==> src/design/tcte_alu.sv <==
`timescale 1ns / 1ps
// Shared 32-bit adder for sequence, acknowledge, timer and port updates.
// Depends on nothing.
module tcte_alu (
	input  logic [31:0] a,
	input  logic [31:0] b,
	output logic [31:0] sum
);
	assign sum = a + b;
endmodule

==> config.mk <==
export PLATFORM = sky130hd
export DESIGN_NAME = tcte_alu
export DESIGN_NICKNAME = d
export VERILOG_FILES = /design/src/design/tcte_alu.sv
export SDC_FILE = /design/constraint.sdc
export NUM_CORES = 1
export LEC_CHECK = 0
export ABC_AREA = 1
export BUFFER_PORTS_ARGS = -buffer_cell sky130_fd_sc_hd__buf_2
export CAP_MARGIN = 15
export CORE_MARGIN = 2
export CORE_UTILIZATION = 36
export DETAILED_ROUTE_END_ITERATION = 16
export PLACE_DENSITY = 0.67
export SLEW_MARGIN = 5
export SYNTH_ARGS = -nofsm -noshare
export SYNTH_HDL_FRONTEND = slang
export SYNTH_SLANG_ARGS = --single-unit
==> constraint.sdc <==
create_clock -name vclk -period 3.75
set_input_delay 0.75 -clock vclk [all_inputs]
set_output_delay 0.75 -clock vclk [all_outputs]
set_load 0.01 [all_outputs]
Word-level counts from Yosys, hierarchy flattened. Index checks and enable logic that the tools add are counted.

Add/subtract/negate cells: 1.

Operators by type and width (count): adder 32 bit (1).

Register bits after elaboration: 0. Output and inout port bits: 32.

Depth between registers and ports, before layout.
Word-level depth: 1. Depth in mapped cells: 12. Depth with buffers taken out: 12.

Least setup slack after synthesis. OpenSTA, ideal clock, no wires.

Path kind: input port to output port. From: in a[0]. To: out sum[28]. Arrival: 2.085 ns. Required time: 3.000 ns. Setup slack: 0.915 ns. Cell stages on the path: 12. Cell sequence: ha_1 fa_1 nand3_1 nand3_2 nand2_1 nand2_2 nand2_1 nand2_2 nand2_1 nand2_1 nand2_1 nand2_1.

Cells in the longest elaborated chain, start to end: 1.

Ends and longest elaborated chain: start, declared (RTL line 5) `input logic [31:0] a,`; adder 32 bit (RTL line 9) `assign sum = a + b;`; end, declared (RTL line 7) `output logic [31:0] sum`.

Every way passes these cells.

Worst setup path after layout. Same ends and word-level chain as after synthesis.

==> out/metrics.cfg <==
[run_status]
status=finished clean

[worst_hold_path]
hp-class=in -> out
hold_depth=3

[setup_path]
critical_path.startpoint_type=primary input
crit_arrival_ps=2430
path_cells=buf_2 -> ha_1 -> fa_1 -> nand3_1 -> nand3_2 -> nand2_1 -> nand2_2 -> nand2_1 -> nand2_2 -> nand2_1 -> nand2_1 -> nand2_1 -> nand2_1 -> buf_2
critical-path-max-stage-delay_ps=470
setup.worst_path.end_class=output port
crit_top_cell=nand2_1
crit_slowest_cell=fa_1
cp.required_ps=3000
cp.depth=14
worstPathMaxFanout=4
critical_path.top_delay_family=simple AND/OR/NAND/NOR gates
path_class=in -> out
path_buf_inv=2

[layout]
fin_nets=688
diodes=0
drive_above_1_share_pct=20.8
areaGrowthSynthToFinish_pct=24.2
multi_input_area_um2=1960
register_area_um2=0
final_common_cell=nand2_1
seq_cells=0
fillCellCount=750
finish.utilization_pct=46.4
layout_common_cells=nand2_1, inv_1, buf_2, nor2_1, ha_1
nClkBuffers=0

[routing]
post_drt_wl_per_cell_um=10.4
drc=0
vias=3030
ant_nets=0
drt_iter0_drc=93
routed_via_density=4.54
first_pass_iters=4
postRouteWirelength_mm=6.96

[yosys]
ys_seq_area_share_pct=0
ys_types=20
syn_area_per_cell_um2=4.83
syn_inst=494
syn_nets=590
ys_warn_count=0
syn_area_um2=2380

[power]
p_leak_nw=2.10
p_per_area_nw_per_um2=170
ir_worst_vdd_mv=0.0610
p_total_w=0.000505

[timing]
post-route-min-period_ps=3180
setup_viol=0
fmax_ghz=0.314
worstMarginPinSlew_ps=324
max_slew_margin_pct=78.4
grt_setup_unrepaired=false
hold_ws_ps=1800
slew_viol_final=0
min_period_over_period_pct=84.9
report.final.hold_viol_count=0
finalSetupTns_ps=0

[place]
dp_hpwl_mm=6.40
gp_congestion=0.927
place.port_buffers=96

[global_routing]
grt_util_all_layers_pct=19.0
grt_pass1_vias=2818
overflow=0
antenna_found_initial=0
grt_max_degree=7
grt_pass1_wl_mm=11.8

[clock_tree]
cts_setup_buffers=0
cts_resized=0
cts_hold_repair.buffers=0

[floorplanning]
dieArea_um2=7290
core_um2=6390
die_w_um=85.4
die_height_um=85.4
pin_count=96
start_util_pct=37.3
rows=29

[job]
max-cap-violations=0

## power by group
| part | internal, W | total [W] | switching (W) |
|---|---|---|---|
| Sequential | 0 | 0 | 0 |
| Combinational | 0.000197 | 0.000505 | 0.000307 |
| Clock | 0 | 0 | 0 |
## path summary, 6_finish.rpt
path | from | to | slack, ps
worst max-delay path | a[0] | sum[28] | 570
worst min-delay path | b[0] | sum[0] | 1800
## per-layer routing
layer / up-vias / routed length, um / global-route usage (%)
met5: - / 0 / 0
met4: 0 / 35 / 0.866
met3: 2 / 315 / 0.195
met2: 57 / 3280 / 34.6
met1: 1302 / 3330 / 26.4
li1: 1669 / - / -
## cell usage after synthesis, types with 2 or more instances
cell type | instances | area [um^2]
xnor2_1 | 2 | 17.5
xor2_1 | 14 | 123
nor3_1 | 3 | 15.0
inv_2 | 3 | 11.3
nand2_2 | 14 | 87.6
a21oi_1 | 19 | 95.1
ha_1 | 31 | 388
nand3_1 | 23 | 115
o21bai_1 | 2 | 15.0
nand4_1 | 3 | 18.8
nand3_2 | 4 | 40.0
nor2_1 | 38 | 143
nand2_1 | 221 | 830
nor2_2 | 2 | 12.5
nor3_2 | 2 | 20.0
inv_1 | 109 | 409
## kinds of logic after synthesis
logic type / share of synthesized area [%]
simple gates: 54.1
xor+xnor: 5.88
buf+inv: 17.6
compound gates: 5.30
fa+ha+maj: 17.1
## metrics by stage
stage	setup slack (ps)	area (um^2)	std cells
6_report	568	2960	667
5_1_grt	397	2960	667
4_1_cts	550	2960	667
3_5_place_dp	550	2960	667
3_3_place_gp	595	2960	667
2_1_floorplan	915	2380	494
## cell type report
cell class / instances / area share [%]
multi-input cells: 382 / 66.3
inverters: 112 / 14.2
repair buffers: 96 / 16.2
well taps: 77 / 3.25
(Power assumes the default switching activity.)
