[config.mk]
export PLATFORM = sky130hd
export DESIGN_NAME = tcte_table
export DESIGN_NICKNAME = d
export VERILOG_FILES = /design/src/design/tcte_pkg.sv /design/src/design/tcte_table.sv
export SDC_FILE = /design/constraint.sdc
export NUM_CORES = 2
export LEC_CHECK = 0
export BUFFER_PORTS_ARGS = -buffer_cell sky130_fd_sc_hd__buf_2
export CORE_AREA = 2 2 710 500
export DETAILED_ROUTE_END_ITERATION = 8
export DIE_AREA = 0 0 712 502
export PLACE_DENSITY = 0.56
export SYNTH_ARGS = -nofsm -noshare
export SYNTH_HDL_FRONTEND = slang
export SYNTH_SLANG_ARGS = --single-unit
[constraint.sdc]
create_clock -name clk -period 5.7 [get_ports clk]
set_clock_uncertainty 0.2 [all_clocks]
set_input_delay 1.14 -clock clk [delete_from_list [all_inputs] [get_ports clk]]
set_output_delay 1.14 -clock clk [all_outputs]
set_load 0.03 [all_outputs]
[src/design/tcte_pkg.sv]
`timescale 1ns / 1ps
// Package for the TCP connection table engine: sizes, command, status,
// state and flag codes, entry and result records. No dependencies.
package tcte_pkg;

	localparam int NUM_ENTRIES = 16;
	localparam int IDX_W       = $clog2(NUM_ENTRIES);

	localparam logic [2:0] CMD_OPEN    = 3'd0;
	localparam logic [2:0] CMD_CONNECT = 3'd1;
	localparam logic [2:0] CMD_SEND    = 3'd2;
	localparam logic [2:0] CMD_CLOSE   = 3'd3;
	localparam logic [2:0] CMD_RECV    = 3'd4;
	localparam logic [2:0] CMD_TICK    = 3'd5;
	localparam logic [2:0] CMD_QUERY   = 3'd6;

	localparam logic [1:0] STS_OK      = 2'd0;
	localparam logic [1:0] STS_NO_FREE = 2'd1;
	localparam logic [1:0] STS_WRONG   = 2'd2;
	localparam logic [1:0] STS_IGNORED = 2'd3;

	localparam logic [2:0] CS_CLOSED      = 3'd0;
	localparam logic [2:0] CS_SYN_SENT    = 3'd1;
	localparam logic [2:0] CS_ESTABLISHED = 3'd2;
	localparam logic [2:0] CS_FIN_WAIT_1  = 3'd3;
	localparam logic [2:0] CS_CLOSE_WAIT  = 3'd4;
	localparam logic [2:0] CS_LAST_ACK    = 3'd5;

	localparam logic [7:0] FL_FIN = 8'h01;
	localparam logic [7:0] FL_SYN = 8'h02;
	localparam logic [7:0] FL_PSH = 8'h08;
	localparam logic [7:0] FL_ACK = 8'h10;

	localparam logic [1:0] REG_FIRST_PORT = 2'd0;
	localparam logic [1:0] REG_INIT_SEQ   = 2'd1;
	localparam logic [1:0] REG_WINDOW     = 2'd2;
	localparam logic [1:0] REG_TIMEOUT    = 2'd3;

	localparam logic [15:0] RST_FIRST_PORT = 16'd49152;
	localparam logic [31:0] RST_INIT_SEQ   = 32'd1000;
	localparam logic [15:0] RST_WINDOW     = 16'd8192;
	localparam logic [15:0] RST_TIMEOUT    = 16'd500;
	localparam logic [15:0] MIN_SEG_LEN    = 16'd20;

	typedef enum logic [2:0] {
		ST_IDLE,
		ST_SCAN,
		ST_EXEC,
		ST_OUT,
		ST_EXEC2
	} seq_state_t;

	typedef struct packed {
		logic        used;
		logic [2:0]  st;
		logic [31:0] raddr;
		logic [15:0] lport;
		logic [15:0] rport;
		logic [31:0] sseq;
		logic [31:0] rack;
		logic [15:0] timer;
	} entry_t;

	typedef struct packed {
		logic        kind;
		logic [1:0]  status;
		logic [3:0]  idx;
		logic [2:0]  st;
		logic [7:0]  flags;
		logic [31:0] seq;
		logic [31:0] ack;
		logic [15:0] sport;
		logic [15:0] dport;
		logic [31:0] daddr;
		logic [15:0] plen;
		logic        last;
	} result_t;

	function automatic result_t mk_status(logic [1:0] sts, logic [IDX_W-1:0] i,
		logic [2:0] st, logic [15:0] sport);
		result_t r;
		r        = '0;
		r.status = sts;
		r.idx    = 4'(i);
		r.st     = st;
		r.sport  = sport;
		r.last   = 1'b1;
		return r;
	endfunction

	function automatic result_t mk_seg(entry_t e, logic [IDX_W-1:0] i,
		logic [7:0] flags, logic [15:0] plen);
		result_t r;
		r       = mk_status(STS_OK, i, e.st, e.lport);
		r.kind  = 1'b1;
		r.flags = flags;
		r.seq   = e.sseq;
		r.ack   = e.rack;
		r.dport = e.rport;
		r.daddr = e.raddr;
		r.plen  = plen;
		return r;
	endfunction

endpackage

[src/design/tcte_table.sv]
`timescale 1ns / 1ps
// Connection table: one entry record per connection, one read and one write
// port at the same address. Depends on tcte_pkg.
module tcte_table (
	input  logic                      clk,
	input  logic                      arst_n,
	input  logic [tcte_pkg::IDX_W-1:0] idx,
	input  logic                      we,
	input  tcte_pkg::entry_t          wr_ent,
	output tcte_pkg::entry_t          rd_ent
);
	import tcte_pkg::*;

	entry_t tbl_q [NUM_ENTRIES];

	assign rd_ent = tbl_q[idx];

	always_ff @(posedge clk or negedge arst_n) begin
		if (!arst_n) begin
			for (int i = 0; i < NUM_ENTRIES; i++) begin
				tbl_q[i] <= '0;
			end
		end else if (we) begin
			tbl_q[idx] <= wr_ent;
		end
	end
endmodule

=== Yosys cells after proc, flatten, opt, wreduce, memory -nomap -nowiden ===
Index checks and enable logic that the tools add are counted.

* Flip-flop bits (word level): 2368
* Output and inout bits: 148

* Reductions and logical operators: 1
* Bitwise logic cells: 1
* Magnitude comparators: 2
* Mux-type cells: 6

{| class="wikitable"
|+ Operators with widths
! kind !! count
|-
| bitwise mux 2368 bit || 1
|-
| binary-select mux 148 bit (select 4 bit) || 1
|-
| demux 148 bit (select 4 bit) || 1
|-
| 2-to-1 mux 148 bit || 3
|-
| greater-or-equal comparator 5 bit, second input constant || 1
|-
| < comparator 5 x 1 -> 1 bit, second input constant || 1
|-
| NOT 4 -> 5 bit || 1
|-
| logical AND 1 bit || 1
|}

=== Depth between registers and ports, before layout ===
* Word-level depth: 6
* Mapped depth: 7
* Gate-level depth less buffers: 3

=== Least setup slack after synthesis ===
No wires, ideal clock.

* Path type: input-to-output
* Start: input idx[0] in the netlist's numbering
* End: output rd_ent[11] in the netlist's numbering
* Setup slack: 1.598 ns
* Required time: 4.360 ns
* Data arrival time: 2.762 ns
* Cell stages on the path: 6
* Path through: buf_2 -> clkbuf_1 -> buf_2 -> mux4_2 -> a22oi_1 -> nand2_1

{| class="wikitable"
|+ RTL lines
! item !! RTL line !! RTL
|-
| from (decl) || tcte_table.sv:7 || <nowiki>input logic [tcte_pkg::IDX_W-1:0] idx,</nowiki>
|-
| to (decl) || tcte_table.sv:10 || <nowiki>output tcte_pkg::entry_t rd_ent</nowiki>
|}

==> impl_results.md <==
* Run status: complete, no violations
* Final hold viol count at 0
* Mapped Avg Cell Area at 16.4 um2
* Worst EP arrival at 3.57 ns
* Synth top area cells: dfrtp_1 (57%), mux2_2 (25%), mux4_2 (13%)
* Endpoint class of the critical path: output port
* DR DRC count at 0
* Clock sinks at 2368
* Synth Cell Area at 105000 um2
* CP bufs+invs at 4
* Antenna Nets Post-Route at 0
* Drt total wl at between 300000 and 400000 um
* Sequential share of the synthesized area at roughly 57%
* Cell variety after synth at 19
* Setup CP Type: input pin to output port
* Hold buffers post-CTS at 0
* Vias per Instance at between 5 and 6
* DRT iter0 DRCs at between 3k and 4k
* Site row count at between 150 and 200
* Root Driver: clkbuf_16
* Core outline area at ~350000 um2
* Vias in the first global route at around 64k
* Crit-path cells: buf_8 > buf_12 > buf_4 > mux4_2 > a22oi_1 > nand2_1 > buf_2
* Max reg flops at approximately 2.4k
* Initial core utilization at between 20 and 30%
* Worst slack, placed at about 0.74 ns
* Fmax at between 200 and 250 MHz
* CTS Buf Count at roughly 250
* Post-synthesis cell count at around 6.4k
* Final period utilization at 86.1%
* CTS resizes at 0
* Global-route wire length before repair at about 450000 um
* DR WL/cell at roughly 27 um
* Via count at 58.5k
* Post-CTS Setup Inserts at 0
* Biggest register: tbl_q
* IO Port Bufs at 302
* Synthesis-stage register bit count at roughly 2.4k
* Critical path peak fanout at 38
* Time the worst path needs with I/O delays and setup at slightly below 5 ns
* Final Util at 34.4%
* # IOs at about 300
* Largest regs: tbl_q (2368)
* Worst-margin pin slew at between 1 and 1.5 ns
* Worst min path class: input pin to async pin
* DPL Wire Length at roughly 170000 um
* Area Growth Syn to Fin at 15.0%
* Die footprint at roughly 360000 um2
* Post-synth top area share at between 50% and 60%
* Count of final setup violators at 0
* H-tree levels at 4
* Largest net degree at the start of global routing at between 150 and 200
* Routability cong. at approximately 0.71
* Nets at ~6.7k
* WL met2 at 142000 um
* Setup tns final at 0 ns
* Clock tree buffer depth at 4
* Die X at roughly 710 um
* RSZ-0062 raised after global routing: false
* Max Cap Viol at 0
* Synth area leader: dfrtp_1
* Slew headroom at 7.66%
* Synth Net Count at around 6.6k
* Total Power Consumption at 48.0 mW
* Initial antenna violation count at between 70 and 80
* Grt ovf at 0
* Slowest cell on crit path: buf_8
* TritonRoute pass-1 iters at 5
* CP startpoint kind: input pin
* Worst vdd ir at about 290 uV
* Worst EP required at 4.36 ns
* Met3 Routed Length at approximately 14000 um
* Worst Setup Slack, final at around 0.79 ns
* Clock-pin slew on the worst setup and hold paths at roughly 0.07 ns
* Layout cells sized above 1 at a little under three fifths
* CP delay by family, top: buffers and inverters
* Cell Pwr Density at a little under 400 nW/um2
* Slew Viols, Final at 0
* Clk_lat worst skew at between 0.9 and 1 ns
* Tot GR Track Use at between 10% and 20%
* M1 wire length at around 140000 um
* Highest metal used: met5
* CP peak stage delay at about 0.52 ns
* Synth warnings at 0
* Die Y at between 500 and 600 um
* Leakage at 50.6 nW
* TritonCTS clock tree: yes
==> power breakdown <==
group / internal, mW / switching (mW) / total, mW
sequential: 20.7 / 1.93 / 22.6
clock: 9.57 / 6.96 / 16.5
combinational: 5.11 / 3.68 / 8.79
total: 35.4 / 12.6 / 48.0
==> layout by cell type (no fill, tap or decap) <==
| cell type | instances |
|---|---|
| mux4_2 | 592 |
| or3_4 | 2 |
| nor2b_4 | 2 |
| clkinv_8 | 1 |
| and2_4 | 1 |
| nor4_2 | 1 |
| mux2_1 | 27 |
| clkinv_2 | 42 |
| dfrtp_1 | 2368 |
| nor2_4 | 7 |
| diode_2 | 17 |
| inv_6 | 6 |
| clkinvlp_4 | 7 |
| nand2b_1 | 3 |
| mux2_2 | 2341 |
| nor3_2 | 6 |
| clkinv_4 | 2 |
| a22oi_1 | 296 |
| bufinv_16 | 17 |
| nand3_1 | 2 |
| buf_12 | 95 |
| inv_16 | 2 |
| clkbuf_16 | 249 |
| clkinv_16 | 2 |
| or4_4 | 1 |
| nand3b_1 | 2 |
| inv_8 | 2 |
| buf_8 | 2 |
| clkbuf_1 | 47 |
| nand2_1 | 150 |
| buf_4 | 90 |
| buf_2 | 299 |
| clkbuf_8 | 62 |
==> final timing paths <==
| kind | startpoint | end | cells after the start | slack, ns |
|---|---|---|---|---|
| worst max-delay path | idx[0] | rd_ent[106] | 7 | 0.79 |
| worst min-delay path | arst_n | tbl_q[2241] | 1 | 0.05 |
| worst max register to register | tbl_q[2095] | tbl_q[2095] | 1 | 4.68 |
| worst min register to register | tbl_q[1321] | tbl_q[1321] | 1 | 0.29 |
| max in group asynchronous | arst_n | tbl_q[377] | 2 | 3.42 |
| min in group clk | tbl_q[1321] | tbl_q[1321] | 1 | 0.29 |
==> metrics by stage <==
| step | instance area (um2) | hold slack, ns | cells |
|---|---|---|---|
| 6_report | 121000 | 0.0510 | 11400 |
| 5_1_grt | 121000 | 0.102 | 11400 |
| 4_1_cts | 121000 | 0.0719 | 11400 |
| 3_5_place_dp | 112000 | 0.274 | 11000 |
| 3_3_place_gp | 112000 | 0.262 | 11000 |
| 2_1_floorplan | 105000 | 0.253 | 6407 |
==> cell type report <==
| type | count | area [um2] |
|---|---|---|
| Antenna cell | 17 | 42.5 |
| Clock buffer | 358 | 7260 |
| Clock inverter | 81 | 982 |
| Fill cell | 33500 | 230000 |
| Multi-Input combinational cell | 3433 | 43000 |
| Sequential cell | 2368 | 59300 |
| Tap cell | 4692 | 5870 |
| Timing Repair Buffer | 486 | 4100 |
==> cells in the mapped netlist <==
cell type / number
mux4_2: 592
nor2_1: 7
nand3_1: 2
nor4_1: 1
nand2b_1: 3
nor3_1: 6
nand2_1: 150
or3_1: 2
buf_2: 289
dfrtp_1: 2368
clkbuf_1: 305
nand3b_1: 2
a22oi_1: 296
mux2_1: 27
nor2b_1: 2
buf_1: 12
or4_1: 1
and2_1: 1
mux2_2: 2341
==> routing by layer <==
metal	vias up	GRT usage (%)
li1	24300	-
met1	32500	24.0
met2	1158	27.1
met3	508	2.91
met4	34	3.80
met5	-	0
==> cells by family (layout without fill, tap and decap cells) <==
logic type / Yosys count / in the layout / synth area share, %
other: 0 / 17 / 0
AO/OA/AOI/OAI: 296 / 296 / 2.12
AND/OR/NAND/NOR: 177 / 177 / 0.676
multiplexers: 2960 / 2960 / 38.2
flip-flops: 2368 / 2368 / 56.5
buffers and inverters: 606 / 925 / 2.52
Note: power is estimated with default switching activity, not from simulation.
